## config.mk

```make
export PLATFORM = sky130hd
export DESIGN_NAME = sorted_priority_queue
export DESIGN_NICKNAME = d
export VERILOG_FILES = /design/src/design/spq_pkg.sv /design/src/design/spq_cell.sv /design/src/design/sorted_priority_queue.sv
export SDC_FILE = /design/constraint.sdc
export NUM_CORES = 1
export LEC_CHECK = 0
export BUFFER_PORTS_ARGS = -buffer_cell sky130_fd_sc_hd__clkbuf_2
export CORE_ASPECT_RATIO = 1.1
export CORE_UTILIZATION = 60
export DETAILED_ROUTE_END_ITERATION = 8
export GPL_TIMING_DRIVEN = 0
export PLACE_DENSITY = 0.86
export SYNTH_ARGS = -nofsm -noshare
export SYNTH_HDL_FRONTEND = slang
export SYNTH_SLANG_ARGS = --single-unit
```

## constraint.sdc

```tcl
create_clock -name clk -period 4.1 [get_ports clk]
set_input_delay 0.41 -clock clk [delete_from_list [all_inputs] [get_ports clk]]
set_output_delay 0.41 -clock clk [all_outputs]
set_load 0.02 [all_outputs]
```

## src/design/spq_pkg.sv

```systemverilog
`timescale 1ns / 1ps
// ----------------------------------------------------------------------------
// spq_pkg
// Shared types and codes for the sorted priority queue.
// ----------------------------------------------------------------------------
package spq_pkg;

	localparam int FIELD_WIDTH = 16;
	localparam int COUNT_OUT_WIDTH = 4;

	typedef enum logic {
		CMD_INSERT = 1'b0,
		CMD_REMOVE = 1'b1
	} cmd_t;

	typedef enum logic [1:0] {
		STATUS_DONE  = 2'd0,
		STATUS_FULL  = 2'd1,
		STATUS_EMPTY = 2'd2
	} status_t;

	// per-cycle control broadcast to every cell
	typedef struct packed {
		logic insert;
		logic remove;
	} cell_ctrl_t;

endpackage

```

## src/design/spq_cell.sv

```systemverilog
`timescale 1ns / 1ps
// ----------------------------------------------------------------------------
// spq_cell
// One slot of the sorted chain: holds a value, compares it with the value
// being inserted and loads the new value or a left or right neighbor's value.
// ----------------------------------------------------------------------------
module spq_cell #(
	parameter int W = 16
) (
	input  logic                clk,
	input  spq_pkg::cell_ctrl_t ctrl,
	input  logic                occupied,
	input  logic [W-1:0]        new_val,
	input  logic                prev_keep,
	input  logic [W-1:0]        prev_val,
	input  logic [W-1:0]        next_val,
	output logic                keep,
	output logic [W-1:0]        val
);
	import spq_pkg::*;

	logic [W-1:0] val_q;

	assign keep = occupied && (val_q >= new_val);
	assign val  = val_q;

	always_ff @(posedge clk) begin
		if (ctrl.insert && !keep) begin
			val_q <= prev_keep ? new_val : prev_val;
		end else if (ctrl.remove) begin
			val_q <= next_val;
		end
	end

endmodule

```

## src/design/sorted_priority_queue.sv

```systemverilog
`timescale 1ns / 1ps
// ----------------------------------------------------------------------------
// sorted_priority_queue
// Bounded max-priority queue kept as a descending chain of cells.
// ----------------------------------------------------------------------------
//  channel   handshake        payload
//  command   start / busy     cmd, value
//  result    done (strobe)    status, removed_value, head_value, item_count,
//                             is_empty, is_full
//
//  One transaction per cycle: busy stays low, every cell compares in parallel.
//  The result strobes done in the cycle after the command is taken.
//  Reset clears the count; cell contents are not reset.
//  The receiver cannot stall; results are shown for one cycle only.
// ----------------------------------------------------------------------------
module sorted_priority_queue #(
	parameter int SLOTS       = 16,
	parameter int VALUE_WIDTH = 16
) (
	input  logic                                     clk,
	input  logic                                     arst_n,
	input  logic                                     start,
	output logic                                     busy,
	input  logic                                     cmd,
	input  logic [spq_pkg::FIELD_WIDTH-1:0]          value,
	output logic                                     done,
	output logic [1:0]                               status,
	output logic [spq_pkg::FIELD_WIDTH-1:0]          removed_value,
	output logic [spq_pkg::FIELD_WIDTH-1:0]          head_value,
	output logic [spq_pkg::COUNT_OUT_WIDTH-1:0]      item_count,
	output logic                                     is_empty,
	output logic                                     is_full
);
	import spq_pkg::*;

	localparam int CAP = SLOTS - 1;
	localparam int SW  = (VALUE_WIDTH < FIELD_WIDTH) ? VALUE_WIDTH : FIELD_WIDTH;
	localparam int CW  = $clog2(SLOTS);
	localparam logic [CW-1:0] CAP_C = CW'(CAP);

	logic          accept;
	logic [SW-1:0] new_val;
	logic [CW-1:0] count_q;
	logic          done_q;
	status_t       status_q;
	logic [SW-1:0] removed_q;
	cell_ctrl_t    ctrl;
	logic          full_now;
	logic          empty_now;

	logic [SW-1:0] val_w  [CAP];
	logic          keep_w [CAP];

	assign busy      = 1'b0;
	assign accept    = start && !busy;
	assign new_val   = value[SW-1:0];
	assign full_now  = (count_q == CAP_C);
	assign empty_now = (count_q == '0);

	always_comb begin
		ctrl.insert = accept && (cmd == CMD_INSERT) && !full_now;
		ctrl.remove = accept && (cmd == CMD_REMOVE) && !empty_now;
	end

	for (genvar k = 0; k < CAP; k++) begin : g_cell
		logic          prev_keep;
		logic [SW-1:0] prev_val;
		logic [SW-1:0] next_val;

		if (k == 0) begin : g_first
			assign prev_keep = 1'b1;
			assign prev_val  = new_val;
		end else begin : g_mid
			assign prev_keep = keep_w[k-1];
			assign prev_val  = val_w[k-1];
		end

		if (k == CAP - 1) begin : g_last
			assign next_val = val_w[k];
		end else begin : g_inner
			assign next_val = val_w[k+1];
		end

		spq_cell #(
			.W(SW)
		) u_cell (
			.clk      (clk),
			.ctrl     (ctrl),
			.occupied (CW'(k) < count_q),
			.new_val  (new_val),
			.prev_keep(prev_keep),
			.prev_val (prev_val),
			.next_val (next_val),
			.keep     (keep_w[k]),
			.val      (val_w[k])
		);
	end

	always_ff @(posedge clk or negedge arst_n) begin
		if (!arst_n) begin
			count_q <= '0;
			done_q  <= 1'b0;
		end else begin
			done_q <= accept;
			if (ctrl.insert) begin
				count_q <= count_q + CW'(1);
			end else if (ctrl.remove) begin
				count_q <= count_q - CW'(1);
			end
		end
	end

	always_ff @(posedge clk) begin
		if (accept) begin
			removed_q <= ctrl.remove ? val_w[0] : '0;
			if (cmd == CMD_INSERT) begin
				status_q <= full_now ? STATUS_FULL : STATUS_DONE;
			end else begin
				status_q <= empty_now ? STATUS_EMPTY : STATUS_DONE;
			end
		end
	end

	// cells already hold the post-transaction state during the done cycle
	assign done          = done_q;
	assign status        = status_q;
	assign removed_value = FIELD_WIDTH'(removed_q);
	assign head_value    = empty_now ? '0 : FIELD_WIDTH'(val_w[0]);
	assign item_count    = COUNT_OUT_WIDTH'(count_q);
	assign is_empty      = empty_now;
	assign is_full       = full_now;

endmodule

```

=== After elaboration in Yosys (flattened, before gate mapping) ===
Index checks and enable logic that the tools add are counted.

* Bits in registers: 263
* Bits of input ports: 20
* Output and inout bits: 42
* Logic and storage cells: 168

* Reductions and logical operators: 67
* Multiplexer cells: 48
* Order comparisons: 30
* Add/sub/neg operators: 2
* Equal/unequal tests: 1
* Bitwise logic cells: 1

{| class="wikitable"
|+ Operators with widths
! cell !! number
|-
| 16-bit two-way mux || 43
|-
| 16-bit >= comparator || 15
|-
| 1-bit logical AND || 34
|-
| 2-bit nonzero test || 15
|-
| 4-bit less-than comparator (first input constant) || 7
|-
| 1-bit zero test || 17
|-
| 3-bit by 4-bit less-than comparator with 1-bit output (first input constant) || 4
|-
| 1-bit by 4-bit less-than comparator with 1-bit output (first input constant) || 2
|-
| 2-bit by 4-bit less-than comparator with 1-bit output (first input constant) || 2
|-
| 4-bit two-way mux || 2
|-
| 4-bit by 1-bit adder with 4-bit output (second input constant) || 1
|-
| 4-bit == test (second input constant) || 1
|-
| 4-bit zero test || 1
|-
| 2-bit two-way mux || 2
|-
| 4-bit by 1-bit subtractor with 4-bit output (second input constant) || 1
|-
| 1-bit two-way mux || 1
|-
| 1-bit inverter || 1
|}

=== Depth between registers and ports, before layout ===
Gate-level depths: netlist of the first run.

* Depth after elaboration: 5
* Mapped depth: 12
* Mapped depth without buffers: 9

=== By module ===
From an unflattened synthesis of the first run, not the netlist that was laid out.

* Cell total of the unflattened synthesis: 1,792
* Area, all modules: 21,588.2 µm²

{| class="wikitable"
|+ Modules (own cells, without submodules)
! module !! area each (µm²) !! cells each !! instances !! seq. area each (µm²)
|-
| spq_cell || 1,357.6 || 112 || 15 || 480.5
|-
| sorted_priority_queue || 1,224.9 || 112 || 1 || 665.6
|}

=== Worst setup path before layout of the first run ===
Ideal clock, no wire load.

* Path type: input to register
* Start point: in value[2] (netlist name)
* End point: reg g_cell[1].u_cell.val_q[0], enable pin
* Stages: 10
* Setup slack: 0.125 ns
* Library setup time: 0.411 ns
* Arrival time: 3.564 ns
* Path buffers: 3
* Data required time: 3.689 ns
* Cell sequence: clkbuf_1 > inv_1 > ha_1 > a211o_1 > o221ai_1 > a2111oi_2 > a211o_1 > buf_4 > buf_4 > o21ai_0

* Cells in the longest elaborated chain, start to end: 5

{| class="wikitable"
|+ Ends and longest elaborated chain
! element !! line !! source
|-
| start: declaration || sorted_priority_queue.sv:25 || <nowiki>input logic [spq_pkg::FIELD_WIDTH-1:0] value,</nowiki>
|-
| 16-bit >= comparator || spq_cell.sv:24 || <nowiki>assign keep = occupied && (val_q >= new_val);</nowiki>
|-
| 1-bit logical AND || spq_cell.sv:24 ||
|-
| 1-bit zero test || spq_cell.sv:28 || <nowiki>if (ctrl.insert && !keep) begin</nowiki>
|-
| 1-bit logical AND || spq_cell.sv:28 ||
|-
| 2-bit nonzero test (no source line) || - ||
|-
| end signal: assignment || spq_cell.sv:29 || <nowiki>val_q <= prev_keep ? new_val : prev_val;</nowiki>
|-
| end signal: assignment || spq_cell.sv:31 || <nowiki>val_q <= next_val;</nowiki>
|-
| end: declaration || spq_cell.sv:22 || <nowiki>logic [W-1:0] val_q;</nowiki>
|}

Every way passes these cells.
A chain may end at the register's enable or synchronous reset.

=== Final worst setup path of the first run ===
* Start point: in value[14] (netlist name)
* End point: reg g_cell[3].u_cell.val_q[10], enable pin

* Cells in the longest elaborated chain, start to end: 5

{| class="wikitable"
|+ Ends and longest elaborated chain
! element !! line
|-
| 16-bit >= comparator || spq_cell.sv:24
|-
| 1-bit logical AND || spq_cell.sv:24
|-
| 1-bit zero test || spq_cell.sv:28
|-
| 1-bit logical AND || spq_cell.sv:28
|-
| 2-bit nonzero test (no source line) || -
|-
| end signal: assignment || spq_cell.sv:29
|-
| end signal: assignment || spq_cell.sv:31
|-
| end: declaration || spq_cell.sv:22
|}

Every way passes these cells.

==> results.ini, run 1 <==
[run_status]
outcome = finished, violations left
violations = setup timing

[clocking]
cts_root_buf = clkbuf_16
ctsHtreeMaxLevel = 1
cts_tree = done
clock_latency_ns = 0.58
cts.path.max_buffers = 3
cts.clk_slew.worst_paths_ns = 0.06
cts_buffers = 29
cts_sinks = 263

[sta]
post-route-period-util = 1.00
skew_ns = 0.0262
final-hold-violation-count = 0
finalCriticalPeriod_ns = 4.12
worstMarginPinSlew_ns = 1.37
tns_ns = -0.156
maxSlewHeadroom = 0.0833
drv_slew = 0
fin_ws_ns = -0.0202
hold-worst-slack_ns = 0.208
max_freq_ghz = 0.243
finalSetupViolations = 19

[yosys]
ys_ff_latch = 263
synth-xor-area-share = 0.00140
yosysTopAreaCellShare = 0.412
synth_enable_flop_cells = 258
yosys.area_share.simple = 0.107
ys_top_cells_by_area = edfxtp_1 (41%), ha_1 (15%), mux2i_1 (8.6%), a21oi_1 (5.6%), nor2_1 (3.2%)
yosys_warnings = 0
synth.distinct_cells = 71
syn_area_sq_um = 18800
synthCells = 1795
yosys.area_share.adder = 0.151
yosys.area.top_type = edfxtp_1
syn-num-nets = 2042
synth_compound_area_frac = 0.165
syn_area_per_cell_sq_um = 10.5
synthTopCellsByCount = edfxtp_1 (258), ha_1 (227), a21oi_1 (211)
synth_ff_type = edfxtp_1
yosysMostFrequentCell = edfxtp_1
synth_mux_area_frac = 0.124
async_flop_share = 0.0190
synth_top_family_by_area = compound AO/OA/AOI/OAI gates
ys_seq_area_frac = 0.418

[global_routing]
gr-usage-met1 = 0.475
overflow = 0
antenna_found_initial = 2
grt_max_degree = 25
met2_usage = 0.605
grt_usage = 0.401
grt_pass1_vias = 16100
grt_use_met3 = 0.128
grt_busiest_layer = met2
grt_pass1_wl_mm = 94.9

[cells_and_area]
area_delta_synth_final_pct = 11.5
layout.nets = 2172
fill_cells = 2173
finalNonFillerCells = 2362
fin_area_sq_um = 21000
final_util = 0.684
drive_above_1_share = 0.139

[worst_setup_path]
critPathLaunchType = primary input
path_class = in2reg
cp_slowest_cell = clkbuf_1
critPathArrivalTime_ns = 4.32
cp_cell_sequence = clkbuf_1 > clkinvlp_4 > buf_4 > buf_4 > ha_1 > nand4_1 > nor3_1 > o21ai_0 > o22ai_1 > a2111oi_4 > o21a_1 > buf_2 > buf_4 > nand2b_1
crit_top_cell = buf_4
worstSetupEndpointType = flip-flop
critPathMaxFanout = 16
cp.required_ns = 4.30
max_stage_delay_ns = 0.66

[pwr]
peakVddDrop_v = 0.000372
p_leak_nw = 8.67
power_density_nw_per_um2 = 629
power_mw = 13.2

[floorplan]
start_util = 0.613
die_x_microns = 171
rows = 67
boundaryPins = 62
die_h_microns = 188
dieArea_sq_um = 32100
core_sq_um = 30700

[route]
drcViolationCount = 0
routed_wl_mm = 64.8
routedWlPerCell_microns = 27.4
viasPerCell = 7.06
dr.first_iter.drc_count = 2658
dr.pass1.iters = 9
ant_nets = 0
num_vias = 16700

[placed_design]
place_ws_ns = -0.869
globalplace.congestion = 1.04
dp_hpwl_mm = 43.3
io_buffers = 45
placed_area_sq_um = 19600
place_inst = 2257

[run]
drv_cap = 0

[min_path]
hold_class = in2async

==> cell usage in the layout, fill, tap and decap left out, types with 19 or more instances in the layout <==
cell type    n
a211oi_1    19
a21oi_1    211
and2_1      31
buf_4       58
clkbuf_1    89
clkbuf_16   29
clkbuf_2    45
edfxtp_1   258
ha_1       227
inv_1       23
mux2_2      53
mux2i_1    161
nand2_1    124
nand3_1     30
nand4_1     19
nor2_1     162
nor3_1      31
o21ai_0     84
o31ai_1     19
==> state kept, by name (all words and copies together) (netlist names) <==
name	flops
g_cell.u_cell.val	240
removed_value	16
done	1
status	2
item_count	4
==> area by class of cell <==
class / count / area (sq um) / area share
repair buffers: 99 / 649 / 0.0310
diodes: 1 / 2.50 / 0.000119
multi-input cells: 1378 / 10300 / 0.492
well taps: 414 / 518 / 0.0247
plain buffers: 117 / 503 / 0.0240
clock buffers: 31 / 733 / 0.0350
clock inverters: 22 / 198 / 0.00942
inverters: 37 / 189 / 0.00901
flip-flops and latches: 263 / 7870 / 0.375
==> where the power goes <==
group / leakage, nW / total [mW] / switching [mW] / internal (mW)
Clock: 0.455 / 2.65 / 1.16 / 1.48
Combinational: 5.69 / 5.73 / 3.50 / 2.24
Sequential: 2.53 / 4.81 / 0.824 / 3.99
Total: 8.67 / 13.2 / 5.49 / 7.71
==> worst max-delay path: cells and delay by family <==
kind | cells | cell delay, ns
buffers and inverters | 6 | 1.87
AND/OR/NAND/NOR | 3 | 0.82
AO/OA/AOI/OAI | 4 | 0.87
adder cells (fa/ha/maj) | 1 | 0.33
==> cells by family after synthesis <==
logic type	count (synthesis)
fa+ha+maj	227
mux	222
compound gates	483
buf+inv	154
simple gates	442
other cells	1
flops	263
xor+xnor	3
==> what timing repair did <==
item / 4_1_cts / 5_1_grt
setup endpoints to repair: 52 / 96
cloned: 0 / 0
endpoints found under the hold margin: 5 / 0
setup buffers: 27 / 23
hold buffers: 1 / 0
gates resized for setup: 9 / 6
==> final timing paths <==
kind / cells after the start / endpoint / from / slack (ns)
worst max-delay path: 14 / g_cell[3].u_cell.val[10]$_DFFE_PP_ / value[14] / -0.02
worst min register to register: 2 / g_cell[13].u_cell.val[5]$_DFFE_PP_ / g_cell[14].u_cell.val[5]$_DFFE_PP_ / 0.60
worst min-delay path: 2 / done$_DFF_PN0_ / arst_n / 0.21
min in group clk: 2 / status[0]$_SDFFCE_PP0P_ / cmd / 0.21
max in group asynchronous: 2 / item_count[0]$_DFFE_PN0P_ / arst_n / 3.73
worst max register to register: 9 / g_cell[1].u_cell.val[13]$_DFFE_PP_ / item_count[1]$_DFFE_PN0P_ / 0.10
==> per-layer routing <==
layer	vias to the layer above	wire length, microns
met2	1359	28200
met5	-	9
met4	2	5890
met3	421	9020
li1	7118	-
met1	7782	21700
(Power assumes the default switching activity.)
==> run 2, diff against run 1 <==
Settings changed: ABC_AREA from default to 1, SKIP_LAST_GASP from default to 1.
==> run 2 against run 1 <==
The run now ends clean. Worst hold slack worse by 0.051 ns. Cell area is 3.6% higher. Critical path depth fell by 2. Flip-flop and latch count is the same. Worst setup slack gained 0.65 ns. Die area rose by 5.7%. Combinational power up 5.9%. Clock skew increased by 0.0062 ns. Total power up 2.7%. Routed wire length down 5.9%. Non-clock buffer count decreased by 58. Critical endpoint is now g_cell[4].u_cell.val[1]$_DFFE_PP_. Highest routed layer unchanged.
==> results.ini, run 2 <==
[run_status]
outcome = finished clean

[floorplan]
rows = 69
die_x_microns = 176
start_util = 0.613
dieArea_sq_um = 33900
core_sq_um = 32500
boundaryPins = 62
die_h_microns = 193

[global_routing]
grt_pass1_wl_mm = 95.1
grt_usage = 0.362
overflow = 0
grt_max_degree = 26
grt_pass1_vias = 18700
antenna_found_initial = 2

[worst_setup_path]
critPathLaunchType = primary input
critPathArrivalTime_ns = 3.67
path_class = in2reg
ff2ff_path_depth = 8
r2r_end = g_cell[13].u_cell.val[0]$_DFFE_PP_
cp.required_ns = 4.30
critPathMaxFanout = 19
reg2reg_from = item_count[1]$_DFFE_PN0P_
r2r_setup_slack_ns = 0.81
worstSetupEndpointType = flip-flop
startpoint = value[3]
crit_end = g_cell[4].u_cell.val[1]$_DFFE_PP_

[cells_and_area]
final_util = 0.669
finalNonFillerCells = 3130
final_common_cell = nand2_1
largest_register_ff_count = 240
layout.nets = 2928
final_cell_mix = nand2_1 (1186), nand3_1 (288), edfxtp_1 (258)
drive_above_1_share = 0.0877
area_delta_synth_final_pct = 9.12

[pwr]
power_frac_clock = 0.201
switching_share = 0.440
p_leak_nw = 11.1
comb_power_share = 0.448
power_density_nw_per_um2 = 624
intPower_mw = 7.58
p_seq_frac = 0.351
power_switching_mw = 5.96
peakVddDrop_v = 0.000412

[route]
routed_wl_mm = 60.9
routedWlPerCell_microns = 19.5
viasPerCell = 6.10
drcViolationCount = 0
num_vias = 19100
ant_nets = 0
dr.first_iter.drc_count = 2014
dr.pass1.iters = 6

[yosys]
ys_top_cells_by_area = edfxtp_1 (39%), nand2_1 (22%), ha_1 (14%), nand3_1 (7.2%), inv_1 (3.1%)
yosys_warnings = 0
synth_enable_flop_cells = 258
yosysTopAreaCellShare = 0.389
syn_area_per_cell_sq_um = 7.69
ys_ff_latch = 263
yosys.area.top_type = edfxtp_1
yosysMostFrequentCell = nand2_1
syn_area_sq_um = 19900
synth.distinct_cells = 41
syn-num-nets = 2835
synthTopCellsByCount = nand2_1 (1186), nand3_1 (288), edfxtp_1 (258)
async_flop_share = 0.0190
ys_seq_area_frac = 0.395
synth_ff_type = edfxtp_1
synthCells = 2588

[sta]
skew_ns = 0.0324
drv_slew = 0
max_freq_ghz = 0.289
hold-worst-slack_ns = 0.157
tns_ns = 0
maxSlewHeadroom = 0.0104
post-route-period-util = 0.845
rsz0062_at_grt = no
finalSetupViolations = 0
final-hold-violation-count = 0
finalCriticalPeriod_ns = 3.47
worstMarginPinSlew_ns = 1.48

[clocking]
cts.clk_slew.worst_paths_ns = 0.07
ctsResizeCount = 0
cts_buffers = 30
cts_tree = done
cts_sinks = 263
cts.path.max_buffers = 3
clock_latency_ns = 0.60
cts_root_buf = clkbuf_16
ctsHtreeMaxLevel = 1
postCtsSetupBuffers = 0

[run]
drv_cap = 0

[min_path]
hold_class = in2reg

[placed_design]
dp_hpwl_mm = 42.7
io_buffers = 60
place_inst = 3074
globalplace.congestion = 0.927

## run 2: area by class of cell
cell class	instances	area, sq um
antenna	1	2.50
buffer	97	564
clock buffer	41	822
clock inverter	13	149
fill	2583	10700
inverter	185	717
multi-input combinational	2043	10800
sequential	263	7870
tap	426	533
timing repair buffer	61	310
## run 2: cell families after synthesis
kind of cell | after synthesis | share of synthesized area
AOI/OAI and AO/OA | 188 | 0.0587
xor gates and xnor gates | 3 | 0.00132
adders and majority gates | 227 | 0.143
buffers and inverters | 282 | 0.0643
DFF | 263 | 0.395
other | 1 | 0.000188
and+or+nand+nor | 1624 | 0.337
## run 2: power by group through the flow
stage | registers, mW | clock network, mW | logic [mW]
4_1_cts | 4.71 | 2.70 | 5.94
3_5_place_dp | 4.76 | 0 | 5.88
5_1_grt | 4.79 | 2.81 | 6.81
2_1_floorplan | 4.49 | 0 | 4.43
6_report | 4.76 | 2.72 | 6.07
3_3_place_gp | 4.75 | 0 | 5.53
## run 2: metrics by stage
stage / total power [mW] / setup WS (ns) / instance area, sq um
after floorplan: 8.93 / 1.29 / 19900
after CTS: 13.4 / 0.666 / 21700
final: 13.5 / 0.635 / 21700
after detailed placement: 10.6 / 0.0783 / 20700
after global placement: 10.3 / 0.226 / 20700
after global routing: 14.4 / 0.452 / 21700
## run 2: layer usage
| layer | vias up | GRT usage | wire length [microns] |
|---|---|---|---|
| li1 | 8741 | - | - |
| met1 | 8847 | 0.407 | 21500 |
| met2 | 1156 | 0.618 | 28700 |
| met3 | 347 | 0.0796 | 6410 |
| met4 | 4 | 0.246 | 4320 |
| met5 | - | 0.0101 | 59 |
## run 2: worst max-delay path, stage by stage
cell and delay, ns:
clkbuf_2 0.09, inv_1 0.96, ha_1 0.42, a21oi_1 0.14
a21boi_1 0.19, nand2_1 0.08, nand2_1 0.10, nand2_2 0.15
a21oi_4 0.31, inv_4 0.10, buf_6 0.15, nand2_1 0.54
## run 2: worst min path at each step
stage	from	to	slack [ns]	depth (start not counted)
3_3_place_gp	arst_n	done$_DFF_PN0_	0.24	1
3_5_place_dp	arst_n	done$_DFF_PN0_	0.24	1
4_1_cts	cmd	status[0]$_SDFFCE_PP0P_	0.15	2
5_1_grt	cmd	status[0]$_SDFFCE_PP0P_	0.16	2
6_report	cmd	status[0]$_SDFFCE_PP0P_	0.16	2
2_1_floorplan	arst_n	done$_DFF_PN0_	0.11	0
## run 2: what timing repair did
action,CTS,global route
hold buffers,1,0
setup endpoints to repair,0,0
hold endpoints to repair,5,0
